--- config.mk ---
export PLATFORM = sky130hd
export DESIGN_NAME = uint32_radix_to_ascii
export DESIGN_NICKNAME = d
export VERILOG_FILES = /design/src/rtl/rta_pkg.sv /design/src/rtl/rta_div.sv /design/src/rtl/uint32_radix_to_ascii.sv
export VERILOG_INCLUDE_DIRS = /design/src /design/src/rtl
export SDC_FILE = /design/constraint.sdc
export NUM_CORES = 1
export LEC_CHECK = 0
export ABC_AREA = 1
export BUFFER_PORTS_ARGS = -buffer_cell sky130_fd_sc_hd__buf_2
export CORE_MARGIN = 4
export CORE_UTILIZATION = 52
export DETAILED_ROUTE_END_ITERATION = 8
export PLACE_DENSITY_LB_ADDON = 0.12
export SETUP_SLACK_MARGIN = 0.02
export SYNTH_ARGS = -nofsm -noshare
export SYNTH_HDL_FRONTEND = slang
export SYNTH_SLANG_ARGS = --single-unit
--- constraint.sdc ---
create_clock -name clock -period 4.82 [get_ports clock]
set_input_delay 0.482 -clock clock [delete_from_list [all_inputs] [get_ports clock]]
set_output_delay 0.482 -clock clock [all_outputs]
set_load 0.01 [all_outputs]
--- src/rtl/uint32_radix_to_ascii_assert.svh ---
// Assertion macros shared by the radix-to-ASCII converter RTL.
`ifndef UINT32_RADIX_TO_ASCII_ASSERT_SVH
`define UINT32_RADIX_TO_ASCII_ASSERT_SVH

// Same-cycle implication, checked on every rising clock edge outside reset.
`define RTA_ASSERT_IMPL(label, ante, cons) \
   label: assert property (@(posedge clock) disable iff (reset) (ante) |-> (cons)) \
      else $error("rta assertion failed");

// Next-cycle implication, checked on every rising clock edge outside reset.
`define RTA_ASSERT_NEXT(label, ante, cons) \
   label: assert property (@(posedge clock) disable iff (reset) (ante) |=> (cons)) \
      else $error("rta assertion failed");

`endif

--- src/rtl/rta_pkg.sv ---
// Shared widths, constants and the digit-to-character mapping of the converter.
package rta_pkg;

   localparam int VALUE_W        = 32;
   localparam int RADIX_W        = 6;
   localparam int DIGIT_W        = 6;
   localparam int CHAR_W         = 7;
   localparam int REQ_DATA_W     = 40;
   localparam int RSP_DATA_W     = 8;
   localparam int MAX_DIGITS_DEF = 32;

   localparam logic [RADIX_W-1:0] RADIX_MIN = RADIX_W'(2);
   localparam logic [RADIX_W-1:0] RADIX_MAX = RADIX_W'(36);

   localparam logic [DIGIT_W-1:0] DIGIT_TOP   = DIGIT_W'(35);
   localparam logic [DIGIT_W-1:0] DIGIT_ALPHA = DIGIT_W'(10);
   localparam logic [CHAR_W-1:0]  CHAR_ZERO   = CHAR_W'(48);
   // 'a' minus ten
   localparam logic [CHAR_W-1:0]  CHAR_ALPHA  = CHAR_W'(87);

   // Map one digit to '0'..'9' or 'a'..'z'; out-of-range digits clamp to 'z'.
   function automatic logic [CHAR_W-1:0] digit_to_ascii(input logic [DIGIT_W-1:0] d);
      logic [DIGIT_W-1:0] dc;
      dc = (d > DIGIT_TOP) ? DIGIT_TOP : d;
      if (dc < DIGIT_ALPHA) begin
         return CHAR_ZERO + CHAR_W'(dc);
      end else begin
         return CHAR_ALPHA + CHAR_W'(dc);
      end
   endfunction

endpackage

--- src/rtl/rta_div.sv ---
// Bit-serial restoring divider: one quotient bit per cycle, small remainder.
`include "uint32_radix_to_ascii_assert.svh"

module rta_div (
   input  logic                          clock,
   input  logic                          reset,
   input  logic                          start,
   input  logic [rta_pkg::VALUE_W-1:0]   dividend,
   input  logic [rta_pkg::RADIX_W-1:0]   divisor,
   output logic                          done,
   output logic [rta_pkg::VALUE_W-1:0]   quotient,
   output logic [rta_pkg::DIGIT_W-1:0]   remainder
);
   import rta_pkg::*;

   localparam int STEP_W = $clog2(VALUE_W);
   localparam logic [STEP_W-1:0] STEP_LAST = STEP_W'(VALUE_W - 1);

   logic                busy_ff, busy_in;
   logic                done_ff, done_in;
   logic [STEP_W-1:0]   step_ff, step_in;
   logic [VALUE_W-1:0]  quo_ff, quo_in;
   logic [DIGIT_W-1:0]  rem_ff, rem_in;
   logic [RADIX_W-1:0]  div_ff, div_in;

   logic [DIGIT_W:0]    trial;
   logic                fits;

   // Shift the next dividend bit into the partial remainder and try a subtract
   assign trial = {rem_ff, quo_ff[VALUE_W-1]};
   assign fits  = trial >= {1'b0, div_ff};

   always_comb begin
      busy_in = busy_ff;
      done_in = 1'b0;
      step_in = step_ff;
      quo_in  = quo_ff;
      rem_in  = rem_ff;
      div_in  = div_ff;
      priority if (start) begin
         busy_in = 1'b1;
         step_in = '0;
         quo_in  = dividend;
         rem_in  = '0;
         div_in  = divisor;
      end else if (busy_ff) begin
         quo_in  = {quo_ff[VALUE_W-2:0], fits};
         rem_in  = fits ? DIGIT_W'(trial - {1'b0, div_ff}) : DIGIT_W'(trial);
         step_in = step_ff + STEP_W'(1);
         if (step_ff == STEP_LAST) begin
            busy_in = 1'b0;
            done_in = 1'b1;
         end
      end
   end

   always_ff @(posedge clock) begin
      if (reset) begin
         busy_ff <= 1'b0;
         done_ff <= 1'b0;
         step_ff <= '0;
      end else begin
         busy_ff <= busy_in;
         done_ff <= done_in;
         step_ff <= step_in;
      end
   end

   // Datapath holds no reset
   always_ff @(posedge clock) begin
      quo_ff <= quo_in;
      rem_ff <= rem_in;
      div_ff <= div_in;
   end

   assign done      = done_ff;
   assign quotient  = quo_ff;
   assign remainder = rem_ff;

   `RTA_ASSERT_IMPL(a_rem_below_divisor, busy_ff, rem_ff < div_ff)
   `RTA_ASSERT_IMPL(a_done_not_busy, done_ff, !busy_ff)
   `RTA_ASSERT_NEXT(a_busy_ends_in_done, busy_ff && !start, busy_ff || done_ff)

endmodule

--- src/rtl/uint32_radix_to_ascii.sv ---
// Top level: converts an unsigned 32-bit value into ASCII digits in radix 2 to 36.
//
// Each item takes a 32-bit value and a radix (0 and 1 act as 2, 37..63 act as 36)
// and yields its digits as ASCII characters '0'-'9','a'-'z', most significant
// first, with tlast on the final character; zero yields a single '0'. One item
// is worked on at a time: req_tready is high only while the block is idle. The
// bit-serial divider produces the digits one at a time, least significant first,
// and stores each remainder in the digit memory; each character then passes
// through the digit memory read and the output register, and a low rsp_tready
// holds the current character until it is taken.
`include "uint32_radix_to_ascii_assert.svh"

module uint32_radix_to_ascii #(
   parameter int MAX_DIGITS = rta_pkg::MAX_DIGITS_DEF
) (
   input  logic                             clock,
   input  logic                             reset,
   input  logic                             req_tvalid,
   output logic                             req_tready,
   input  logic [rta_pkg::REQ_DATA_W-1:0]   req_tdata,   // value[31:0], radix[37:32]
   output logic                             rsp_tvalid,
   input  logic                             rsp_tready,
   output logic [rta_pkg::RSP_DATA_W-1:0]   rsp_tdata,   // ascii_char[6:0]
   output logic                             rsp_tlast
);
   import rta_pkg::*;

   localparam int IDX_W = $clog2(MAX_DIGITS);
   localparam int CNT_W = $clog2(MAX_DIGITS + 1);
   localparam logic [CNT_W-1:0] CNT_FULL = CNT_W'(MAX_DIGITS);

   typedef enum logic [3:0] {
      ST_IDLE = 4'b0001,
      ST_DIV  = 4'b0010,
      ST_RD   = 4'b0100,
      ST_OUT  = 4'b1000
   } state_type;

   state_type           state_ff, state_in;
   logic [CNT_W-1:0]    count_ff, count_in;
   logic [IDX_W-1:0]    rd_idx_ff, rd_idx_in;
   logic                rsp_valid_ff, rsp_valid_in;
   logic [CHAR_W-1:0]   rsp_char_ff, rsp_char_in;
   logic                rsp_last_ff, rsp_last_in;
   logic [DIGIT_W-1:0]  rd_data_ff;
   logic [DIGIT_W-1:0]  digit_mem [MAX_DIGITS];

   logic                req_fire;
   logic [VALUE_W-1:0]  req_value;
   logic [RADIX_W-1:0]  req_radix;
   logic [RADIX_W-1:0]  radix_sat;
   logic [RADIX_W-1:0]  radix_ff;

   logic                div_start;
   logic [VALUE_W-1:0]  div_dividend;
   logic                div_done;
   logic [VALUE_W-1:0]  div_quotient;
   logic [DIGIT_W-1:0]  div_remainder;
   logic                more_digits;

   // Unpack the request and clamp the radix
   assign req_value = req_tdata[VALUE_W-1:0];
   assign req_radix = req_tdata[VALUE_W+RADIX_W-1:VALUE_W];
   assign radix_sat = (req_radix < RADIX_MIN) ? RADIX_MIN :
                      (req_radix > RADIX_MAX) ? RADIX_MAX : req_radix;

   assign req_tready = (state_ff == ST_IDLE);
   assign req_fire   = req_tvalid && req_tready;

   // Keep dividing while the quotient is nonzero and the store has room
   assign more_digits  = (div_quotient != '0) && ((count_ff + CNT_W'(1)) != CNT_FULL);
   assign div_start    = req_fire || ((state_ff == ST_DIV) && div_done && more_digits);
   assign div_dividend = req_fire ? req_value : div_quotient;

   rta_div u_div (
      .clock     (clock),
      .reset     (reset),
      .start     (div_start),
      .dividend  (div_dividend),
      .divisor   (req_fire ? radix_sat : radix_ff),
      .done      (div_done),
      .quotient  (div_quotient),
      .remainder (div_remainder)
   );

   always_comb begin
      state_in     = state_ff;
      count_in     = count_ff;
      rd_idx_in    = rd_idx_ff;
      rsp_valid_in = rsp_valid_ff;
      rsp_char_in  = rsp_char_ff;
      rsp_last_in  = rsp_last_ff;
      unique case (state_ff)
         ST_IDLE: begin
            if (req_fire) begin
               count_in = '0;
               state_in = ST_DIV;
            end
         end
         ST_DIV: begin
            // Store one digit, then divide again or start emitting
            if (div_done) begin
               count_in = count_ff + CNT_W'(1);
               if (!more_digits) begin
                  rd_idx_in = count_ff[IDX_W-1:0];
                  state_in  = ST_RD;
               end
            end
         end
         ST_RD: begin
            // Memory read lands in rd_data_ff at this edge
            state_in = ST_OUT;
         end
         ST_OUT: begin
            if (!rsp_valid_ff) begin
               rsp_valid_in = 1'b1;
               rsp_char_in  = digit_to_ascii(rd_data_ff);
               rsp_last_in  = (rd_idx_ff == '0);
            end else if (rsp_tready) begin
               rsp_valid_in = 1'b0;
               if (rsp_last_ff) begin
                  state_in = ST_IDLE;
               end else begin
                  rd_idx_in = rd_idx_ff - IDX_W'(1);
                  state_in  = ST_RD;
               end
            end
         end
         default: begin
            state_in = ST_IDLE;
         end
      endcase
   end

   always_ff @(posedge clock) begin
      if (reset) begin
         state_ff     <= ST_IDLE;
         count_ff     <= '0;
         rsp_valid_ff <= 1'b0;
      end else begin
         state_ff     <= state_in;
         count_ff     <= count_in;
         rsp_valid_ff <= rsp_valid_in;
      end
   end

   // Payload registers hold no reset
   always_ff @(posedge clock) begin
      rd_idx_ff   <= rd_idx_in;
      rsp_char_ff <= rsp_char_in;
      rsp_last_ff <= rsp_last_in;
      if (req_fire) begin
         radix_ff <= radix_sat;
      end
   end

   // Digit store: remainders least significant first, read back in reverse
   always_ff @(posedge clock) begin
      if ((state_ff == ST_DIV) && div_done) begin
         digit_mem[count_ff[IDX_W-1:0]] <= div_remainder;
      end
      rd_data_ff <= digit_mem[rd_idx_ff];
   end

   assign rsp_tvalid = rsp_valid_ff;
   assign rsp_tdata  = {{(RSP_DATA_W - CHAR_W){1'b0}}, rsp_char_ff};
   assign rsp_tlast  = rsp_last_ff;

   `RTA_ASSERT_IMPL(a_idle_no_rsp, req_tready, !rsp_tvalid)
   `RTA_ASSERT_NEXT(a_last_returns_idle, rsp_tvalid && rsp_tready && rsp_tlast, req_tready)
   `RTA_ASSERT_IMPL(a_last_at_top_digit, rsp_tvalid && rsp_tlast, rd_idx_ff == '0)
   `RTA_ASSERT_IMPL(a_count_in_range, state_ff == ST_RD, (count_ff != '0) && (count_ff <= CNT_FULL))

endmodule

==> out/metrics.csv, run 1 <==
stage,metric,value,unit
clock_network,hold_buf cts,0,
sta,clk_skew,0.0148,ns
critical_path,Critical Path Source Type,flip-flop,
route,WL/cell,17.6,um
sta,period utilisation layout,62.7,%
clock_network,worst skew pair latency,0.54,ns
sta,min Tclk post-route,3.02,ns
route,antenna-violating nets left,0,
critical_path,R2R setup slack,1.80,ns
clock_network,clk root buf,clkbuf_16,
final_layout,"commonest non-fill, non-tap cells in the layout","edfxtp_1, nand2_1, nor2_1",
floorplan,die height,159,um
sta,fmax,331,MHz
final_layout,"Area growth, synth to finish",13.0,%
min_path,Hold Path Origin,req_tdata[37],
logic_synthesis,Post-Synthesis Cell Area,0.0118,mm^2
clock_network,postcts setup bufs,0,
critical_path,Crit path required time,5.01,ns
global_routing,largest net degree at the start of global routing,82,
floorplan,num rows,54,
logic_synthesis,cells after synthesis,1075,
global_routing,number of global-route vias before repair,7532,
final_layout,Inserted Diodes,0,
sta,final setup fails,0,
critical_path,CP Data Arrival Time,3.21,ns
floorplan,Die ar.,0.0253,mm^2
critical_path,crit-path max FO,63,
min_path,class of the worst hold path,primary input to flip-flop,
sta,RSZ-0062 raised after global routing,no,
floorplan,Core Box Area,0.0221,mm^2
logic_synthesis,post-synth cell types,41,
min_path,hold worst-path end,radix_ff[5]$_DFF_P_,
critical_path,RR Endpoint,u_div.quotient[16]$_DFFE_PP_,
clock_network,clock-pin transition on the worst setup and hold timing paths,0.06,ns
logic_synthesis,ys async rst share,0,%
sta,worst setup margin,1.80,ns
placement,IO buf count,51,
floorplan,Initial Util,53.6,%
global_routing,Tot GR Track Use,19.7,%
global_routing,antenna violations before repair,0,
logic_synthesis,main combinational cell family by area after synthesis,simple AND/OR/NAND/NOR gates,
logic_synthesis,Compound-Gate Fraction of Synth Area,10.7,%
sta,Fin Hold WS,0.202,ns
critical_path,Critical Path End Type,flip-flop,
clock_network,clk buf depth,3,
logic_synthesis,Post-Synth Adder-Cell Area,1.75,%
route,final WL,25.1,mm
sta,setup TNS,0,ns
flow_run,Max-cap violations,0,
critical_path,R2R Path Start,count_ff[1]$_SDFFE_PP0P_,
logic_synthesis,largest cells by area after synthesis,"edfxtp_1, nand2_1, dfxtp_1",
logic_synthesis,mux share of post-synthesis cell area,0,%
final_layout,net count reported at finish,1186,
floorplan,# IOs,55,
placement,dpl cells,1374,
power_and_ir_drop,Power Density,461,mW/mm^2
logic_synthesis,register area share after synthesis,67.7,%
critical_path,Setup CP Type,flip-flop to flip-flop,
clock_network,H-tree depth,1,
outcome,status,completed,
sta,final hold violation count,0,
critical_path,cells on worst reg2reg path,10,
route,initial drt markers,556,
placement,post-place setup slack,1.80,ns
logic_synthesis,synthesized area per cell,11.0,um^2
logic_synthesis,top cell type's share of synthesized area,61.6,%
route,DRC Markers,0,
logic_synthesis,Post-Synth Simple-Gate Area,14.2,%
power_and_ir_drop,Leak Pwr,5.03,nW
clock_network,Clock Sinks,279,
logic_synthesis,number of synthesized flops with an enable pin,243,
logic_synthesis,Syn Nets,1135,
logic_synthesis,post-synth top area cell,edfxtp_1,
clock_network,CTS tree,yes,
global_routing,grt ovf,0,
logic_synthesis,Synth Area in XOR/XNOR,0.961,%
placement,hpwl dp,15.4,mm
route,via count,7711,
global_routing,first-pass GRT wire length,40.7,mm
clock_network,cts bufs inserted,30,
final_layout,layout cells sized above 1,12.0,%
power_and_ir_drop,peak supply drop,0.302,mV
route,drt first pass iters,5,
placement,placer's final routability congestion estimate,0.760,
sta,measured slew at the worst slew-check pin,1.11,ns
route,vias per std cell,5.39,
final_layout,post-route insts no fill,1430,
final_layout,"most common cell after layout, fill and taps aside",edfxtp_1,
logic_synthesis,Yosys Warn Count,0,
clock_network,post-cts resize count,0,
sta,worst relative slew slack,26.0,%
floorplan,chip width,159,um
logic_synthesis,Post-synth top flop,edfxtp_1,
sta,fin. max-slew vios,0,
min_path,worst hold path stage count,3,
logic_synthesis,number of synthesized register bits,279,
==> critical path, stage by stage (launching register included) <==
cell     delay [ns]
dfxtp_1        0.44
ha_1           0.24
nand2_1        0.10
o21ai_0        0.17
nand2_1        0.09
nor2_1         0.10
nand2_1        0.09
nand3_2        0.07
nand2_2        0.60
o21ai_2        0.34
buf_4          0.41
==> kinds of logic after synthesis <==
family | after synthesis
xor+xnor | 13
flops | 279
other cells | 2
fa+ha+maj | 16
compound gates | 221
simple gates | 412
buf+inv | 132
==> flip-flops by register name, indices dropped and copies added (netlist names) <==
name             flops
u_div.quotient      32
radix_ff             6
rsp_char_ff          7
u_div.done           1
digit_mem          192
u_div.step_ff        5
state_ff             4
u_div.remainder      6
rd_data_ff           6
rd_idx_ff            5
count_ff             6
u_div.busy_ff        1
rsp_tlast            1
u_div.div_ff         6
rsp_tvalid           1
==> metrics by stage <==
step                util [%]  power, mW  instance area [um^2]
floorplan                  -       3.57                 11800
global placement        55.8       3.82                 12300
detailed placement      55.8       3.84                 12300
CTS                     60.6       6.22                 13400
global route            60.6       6.43                 13400
finish                  60.6       6.17                 13400
==> metal layers <==
metal | routed length, um | vias to the layer above | share of wire (%) | global-route usage [%]
li1 | - | 3852 | - | -
met1 | 11200 | 3621 | 44 | 27.6
met2 | 12000 | 201 | 48 | 33.1
met3 | 1440 | 37 | 5.7 | 3.03
met4 | 488 | 0 | 1.9 | 4.42
met5 | 0 | - | 0 | 0
==> area by class of cell <==
| cell class | count | area (um^2) |
|---|---|---|
| clock inverter | 17 | 189 |
| multi-input combinational | 664 | 3270 |
| inverter | 83 | 312 |
| tap | 280 | 350 |
| fill | 1834 | 8700 |
| clock buffer | 39 | 866 |
| sequential | 279 | 8020 |
| timing repair buffer | 68 | 383 |
==> power by group <==
part | leakage [nW] | switching (mW) | total (mW) | internal (mW)
clock | 0.515 | 0.916 | 2.39 | 1.47
sequential | 2.55 | 0.0729 | 3.01 | 2.94
combinational | 1.96 | 0.544 | 0.771 | 0.227
total | 5.03 | 1.53 | 6.17 | 4.64
==> worst max path at each step <==
stage                                   from                           end  slack, ns  cells after the start
finish              count_ff[1]$_SDFFE_PP0P_  u_div.quotient[16]$_DFFE_PP_       1.80                     10
floorplan           count_ff[0]$_SDFFE_PP0P_   u_div.quotient[0]$_DFFE_PP_       0.74                     10
global placement    count_ff[1]$_SDFFE_PP0P_  u_div.quotient[15]$_DFFE_PP_       1.80                     10
detailed placement  count_ff[1]$_SDFFE_PP0P_  u_div.quotient[16]$_DFFE_PP_       1.80                     10
CTS                 count_ff[1]$_SDFFE_PP0P_  u_div.quotient[16]$_DFFE_PP_       1.77                     10
global route        count_ff[1]$_SDFFE_PP0P_  u_div.quotient[18]$_DFFE_PP_       1.47                     10
==> Yosys cell counts (all sizes together) (2+ instances only) <==
master / count
edfxtp: 243
nand2: 211
nor2: 147
o21ai: 86
inv: 81
a21oi: 80
nand3: 37
dfxtp: 36
clkbuf: 26
buf: 23
o221ai: 20
o211ai: 16
ha: 15
nand4: 8
xor2: 8
o22ai: 7
nor3: 6
o31ai: 5
xnor2: 5
a31oi: 3
a21o: 2
clkinv: 2
conb: 2
Power figures use the tool's default switching activity.
==> run 2: changes to the inputs <==
clock period = 2.75 ns   (was 4.82 ns; I/O delays follow)
==> out/metrics.csv, run 2 (synthesis results as in run 1) <==
stage,metric,value,unit
outcome,status,completed,
final_layout,max reg flops,192,
placement,placer's final routability congestion estimate,0.819,
final_layout,Filler cells,1788,
critical_path,Setup CP Type,flip-flop to flip-flop,
sta,min Tclk post-route,2.37,ns
sta,measured slew at the worst slew-check pin,0.675,ns
critical_path,R2R setup slack,0.38,ns
global_routing,Tot GR Track Use,19.7,%
critical_path,crit-path max FO,49,
sta,fmax,421,MHz
placement,dpl cells,1392,
floorplan,die height,159,um
global_routing,antenna violations before repair,0,
sta,final setup fails,0,
route,vias per std cell,5.42,
final_layout,"most common cell after layout, fill and taps aside",edfxtp_1,
clock_network,clock-pin transition on the worst setup and hold timing paths,0.06,ns
sta,period utilisation layout,86.3,%
floorplan,Initial Util,53.6,%
critical_path,CP Data Arrival Time,2.66,ns
sta,setup TNS,0,ns
critical_path,"delay-heaviest family, CP",simple AND/OR/NAND/NOR gates,
clock_network,H-tree depth,1,
final_layout,"Design Area, Final",0.0136,mm^2
final_layout,storage element area,0.00802,mm^2
sta,RSZ-0062 raised after global routing,no,
final_layout,post-route insts no fill,1457,
final_layout,net count reported at finish,1214,
min_path,class of the worst hold path,primary input to flip-flop,
critical_path,Crit path required time,3.04,ns
final_layout,"Area growth, synth to finish",14.5,%
final_layout,Inserted Diodes,0,
sta,clk_skew,0.0117,ns
critical_path,CP max stage cell,dfxtp_1,
clock_network,hold_buf cts,11,
clock_network,clk root buf,clkbuf_16,
final_layout,Finished Core Util,61.4,%
sta,worst relative slew slack,54.8,%
clock_network,cts bufs inserted,29,
flow_run,Max-cap violations,0,
critical_path,buffers plus inverters on the worst setup path,3,
placement,Area after DPL,0.0125,mm^2
route,DRC Markers,0,
critical_path,Critical Path End Type,flip-flop,
route,drt first pass iters,5,
sta,fin. max-slew vios,0,
power_and_ir_drop,peak supply drop,0.505,mV
global_routing,largest net degree at the start of global routing,76,
power_and_ir_drop,Power Density,781,mW/mm^2
placement,hpwl dp,15.8,mm
clock_network,post-cts resize count,0,
critical_path,worst path cell trace,"ha_1, nand2_1, inv_1, nand2_1, nand2_1, nor2_1, nand2_1, nand3_2, nand2_2, buf_4, inv_2, nand2_1, nand2_1",
sta,final hold violation count,0,
power_and_ir_drop,Leak Pwr,5.14,nW
final_layout,layout cells sized above 1,12.7,%
clock_network,clk buf depth,3,
route,WL/cell,17.5,um
floorplan,Die ar.,0.0253,mm^2
critical_path,critical path's largest stage delay,0.44,ns
global_routing,first-pass GRT wire length,40.3,mm
floorplan,chip width,159,um
clock_network,Clock Sinks,279,
floorplan,num rows,54,
floorplan,# IOs,55,
global_routing,grt ovf,0,
clock_network,CTS tree,yes,
route,initial drt markers,615,
placement,IO buf count,51,
global_routing,number of global-route vias before repair,7535,
critical_path,Critical Path Source Type,flip-flop,
critical_path,crit-path most repeated cell,nand2_1,
final_layout,multi-input logic area,0.00327,mm^2
route,antenna-violating nets left,0,
final_layout,"commonest non-fill, non-tap cells in the layout","edfxtp_1, nand2_1, nor2_1",
clock_network,worst skew pair latency,0.54,ns
route,final WL,25.5,mm
floorplan,Core Box Area,0.0221,mm^2
clock_network,postcts setup bufs,0,
route,via count,7900,
==> run 2: cell count changes in the layout (fill, tap and decap cells not counted), sizes merged <==
cell         previous run  this run
dlygate4sd3             0        11
buf                    68        86
clkbuf                 39        37
clkinvlp                3         1
clkinv                 10        12
==> run 2: through the flow <==
step	setup WS (ns)	hold slack, ns	power, mW
global placement	0.440	0.433	6.73
global route	0.0858	0.0175	11.0
detailed placement	0.393	0.439	6.76
floorplan	0.146	0.344	6.26
CTS	0.379	0.000297	10.7
finish	0.376	0.0186	10.6
==> run 2: layout make-up <==
cell class / count / share of cell area, %
inverters: 83 / 2.30
multi-input cells: 664 / 24.1
clock inverters: 17 / 1.37
clock buffers: 37 / 5.72
repair buffers: 97 / 4.81
well taps: 280 / 2.58
flip-flops and latches: 279 / 59.1
==> run 2: metal layers <==
layer,global-route usage [%],part of all wire [%],vias to the layer above
met3,2.87,5.4,31
li1,-,-,3910
met4,4.26,1.4,0
met1,27.8,46,3768
met5,0,0,-
met2,32.8,48,191
==> run 2: worst paths after layout <==
kind	to	cells past startpoint	start
setup / recovery	u_div.quotient[26]$_DFFE_PP_	13	count_ff[0]$_SDFFE_PP0P_
hold / removal	u_div.quotient[0]$_DFFE_PP_	3	req_tdata[0]
setup reg to reg	u_div.quotient[26]$_DFFE_PP_	13	count_ff[0]$_SDFFE_PP0P_
hold reg to reg	radix_ff[2]$_DFF_P_	2	radix_ff[2]$_DFF_P_
==> run 2: tightest hold or removal path, stage by stage <==
cell and delay (ns):
buf_2 0.08, nand2_1 0.05, nand2_1 0.05
==> run 2: power by group <==
group	switching [mW]	internal, mW
Clock	1.55	2.36
Sequential	0.0945	5.15
Combinational	1.02	0.426
==> run 3: changes to the inputs <==
CAP_MARGIN = 15   (was unset)
clock period = 3 ns   (was 2.75 ns; I/O delays follow)
==> out/metrics.csv, run 3 (synthesis results as in run 1) <==
stage,metric,value,unit
outcome,status,completed,
clock_network,cts bufs inserted,29,
global_routing,grt ovf,0,
route,DRC Markers,0,
clock_network,clock-pin transition on the worst setup and hold timing paths,0.06,ns
route,final WL,25.0,mm
floorplan,num rows,54,
placement,IO buf count,51,
final_layout,Filler cells,1841,
floorplan,Die ar.,0.0253,mm^2
floorplan,Initial Util,53.6,%
final_layout,max reg flops,192,
sta,measured slew at the worst slew-check pin,0.818,ns
sta,fmax,414,MHz
placement,hpwl dp,15.6,mm
global_routing,largest net degree at the start of global routing,88,
final_layout,"most common cell after layout, fill and taps aside",edfxtp_1,
clock_network,clk root buf,clkbuf_16,
global_routing,GRT met2 Usage,32.7,%
critical_path,cells on worst reg2reg path,10,
sta,min Tclk post-route,2.42,ns
flow_run,Max-cap violations,0,
sta,RSZ-0062 raised after global routing,no,
final_layout,"Design Area, Final",0.0133,mm^2
critical_path,worst setup path startpoint,count_ff[0]$_SDFFE_PP0P_,
critical_path,CP Data Arrival Time,2.60,ns
global_routing,first-pass GRT wire length,39.8,mm
route,WL/cell,17.5,um
power_and_ir_drop,peak supply drop,0.577,mV
final_layout,multi-input logic area,0.00327,mm^2
route,antenna-violating nets left,0,
critical_path,crit path to,u_div.quotient[20]$_DFFE_PP_,
clock_network,worst skew pair latency,0.54,ns
critical_path,R2R Path Start,count_ff[0]$_SDFFE_PP0P_,
sta,worst relative slew slack,45.3,%
global_routing,Tot GR Track Use,19.4,%
sta,final setup fails,0,
critical_path,crit-path max FO,32,
critical_path,R2R setup slack,0.58,ns
route,drt first pass iters,5,
final_layout,"Area growth, synth to finish",12.1,%
critical_path,Setup CP Type,flip-flop to flip-flop,
global_routing,GR peak layer,met2,
route,vias per std cell,5.41,
final_layout,Inserted Diodes,0,
floorplan,chip width,159,um
sta,clk_skew,0.0178,ns
clock_network,Clock Sinks,279,
global_routing,met3 Use GR,2.80,%
critical_path,Crit path required time,3.18,ns
clock_network,H-tree depth,1,
critical_path,Critical Path End Type,flip-flop,
final_layout,"commonest non-fill, non-tap cells in the layout","edfxtp_1, nand2_1, nor2_1",
final_layout,storage element area,0.00802,mm^2
sta,period utilisation layout,80.5,%
route,initial drt markers,505,
global_routing,antenna violations before repair,0,
clock_network,hold_buf cts,0,
global_routing,met1 Resource Use GR,26.7,%
sta,setup TNS,0,ns
route,via count,7743,
sta,fin. max-slew vios,0,
placement,Area after DPL,0.0124,mm^2
critical_path,RR Endpoint,u_div.quotient[20]$_DFFE_PP_,
power_and_ir_drop,Tot Pwr,9.33,mW
clock_network,clk buf depth,3,
power_and_ir_drop,Power Density,702,mW/mm^2
clock_network,post-cts resize count,0,
power_and_ir_drop,Leak Pwr,4.98,nW
final_layout,layout cells sized above 1,11.4,%
floorplan,die height,159,um
min_path,class of the worst hold path,primary input to flip-flop,
global_routing,number of global-route vias before repair,7557,
final_layout,net count reported at finish,1191,
placement,placer's final routability congestion estimate,0.798,
critical_path,Critical Path Source Type,flip-flop,
clock_network,CTS tree,yes,
floorplan,# IOs,55,
clock_network,postcts setup bufs,0,
sta,final hold violation count,0,
floorplan,Core Box Area,0.0221,mm^2
-- run 3: worst min-delay path by stage --
stage	from	endpoint	slack, ns	cells after the start
after floorplan	reset	count_ff[0]$_SDFFE_PP0P_	0.37	1
after global placement	radix_ff[2]$_DFF_P_	radix_ff[2]$_DFF_P_	0.43	2
after detailed placement	radix_ff[2]$_DFF_P_	radix_ff[2]$_DFF_P_	0.43	2
after CTS	req_tdata[31]	u_div.quotient[31]$_DFFE_PP_	0.02	3
after global routing	req_tdata[27]	u_div.quotient[27]$_DFFE_PP_	0.02	3
final	req_tdata[24]	u_div.quotient[24]$_DFFE_PP_	0.04	3
-- run 3: layout make-up --
class / count / share of cell area [%]
flip-flops and latches: 279 / 60.4
multi-input cells: 664 / 24.7
clock buffers: 41 / 6.11
repair buffers: 74 / 3.51
well taps: 280 / 2.64
inverters: 83 / 2.35
clock inverters: 9 / 0.349
-- run 3: per-stage QoR --
stage	hold slack, ns	util [%]	worst slack (ns)	std cells
2_1_floorplan	0.369	-	0.396	1075
3_3_place_gp	0.432	56.2	0.590	1380
3_5_place_dp	0.435	56.2	0.572	1380
4_1_cts	0.0155	60.1	0.547	1430
5_1_grt	0.0166	60.1	0.299	1430
6_report	0.0380	60.1	0.584	1430
-- run 3: critical path: stages, from the launching register on --
cell	delay, ns
dfxtp_1	0.42
ha_1	0.23
nand2_1	0.10
o21ai_0	0.17
nand2_1	0.09
nor2_1	0.11
nand2_1	0.08
nand3_2	0.06
nand2_2	0.22
o21ai_2	0.19
buf_4	0.38
-- run 3: power breakdown --
part | total (mW) | internal [mW] | switching, mW
sequential | 4.81 | 4.72 | 0.0875
clock | 3.24 | 1.86 | 1.38
combinational | 1.28 | 0.370 | 0.912
-- run 3: metal layers --
metal / vias to the layer above / wire length [um]
met5: - / 0
met4: 0 / 567
met3: 40 / 1290
met2: 191 / 11900
met1: 3648 / 11300
li1: 3864 / -
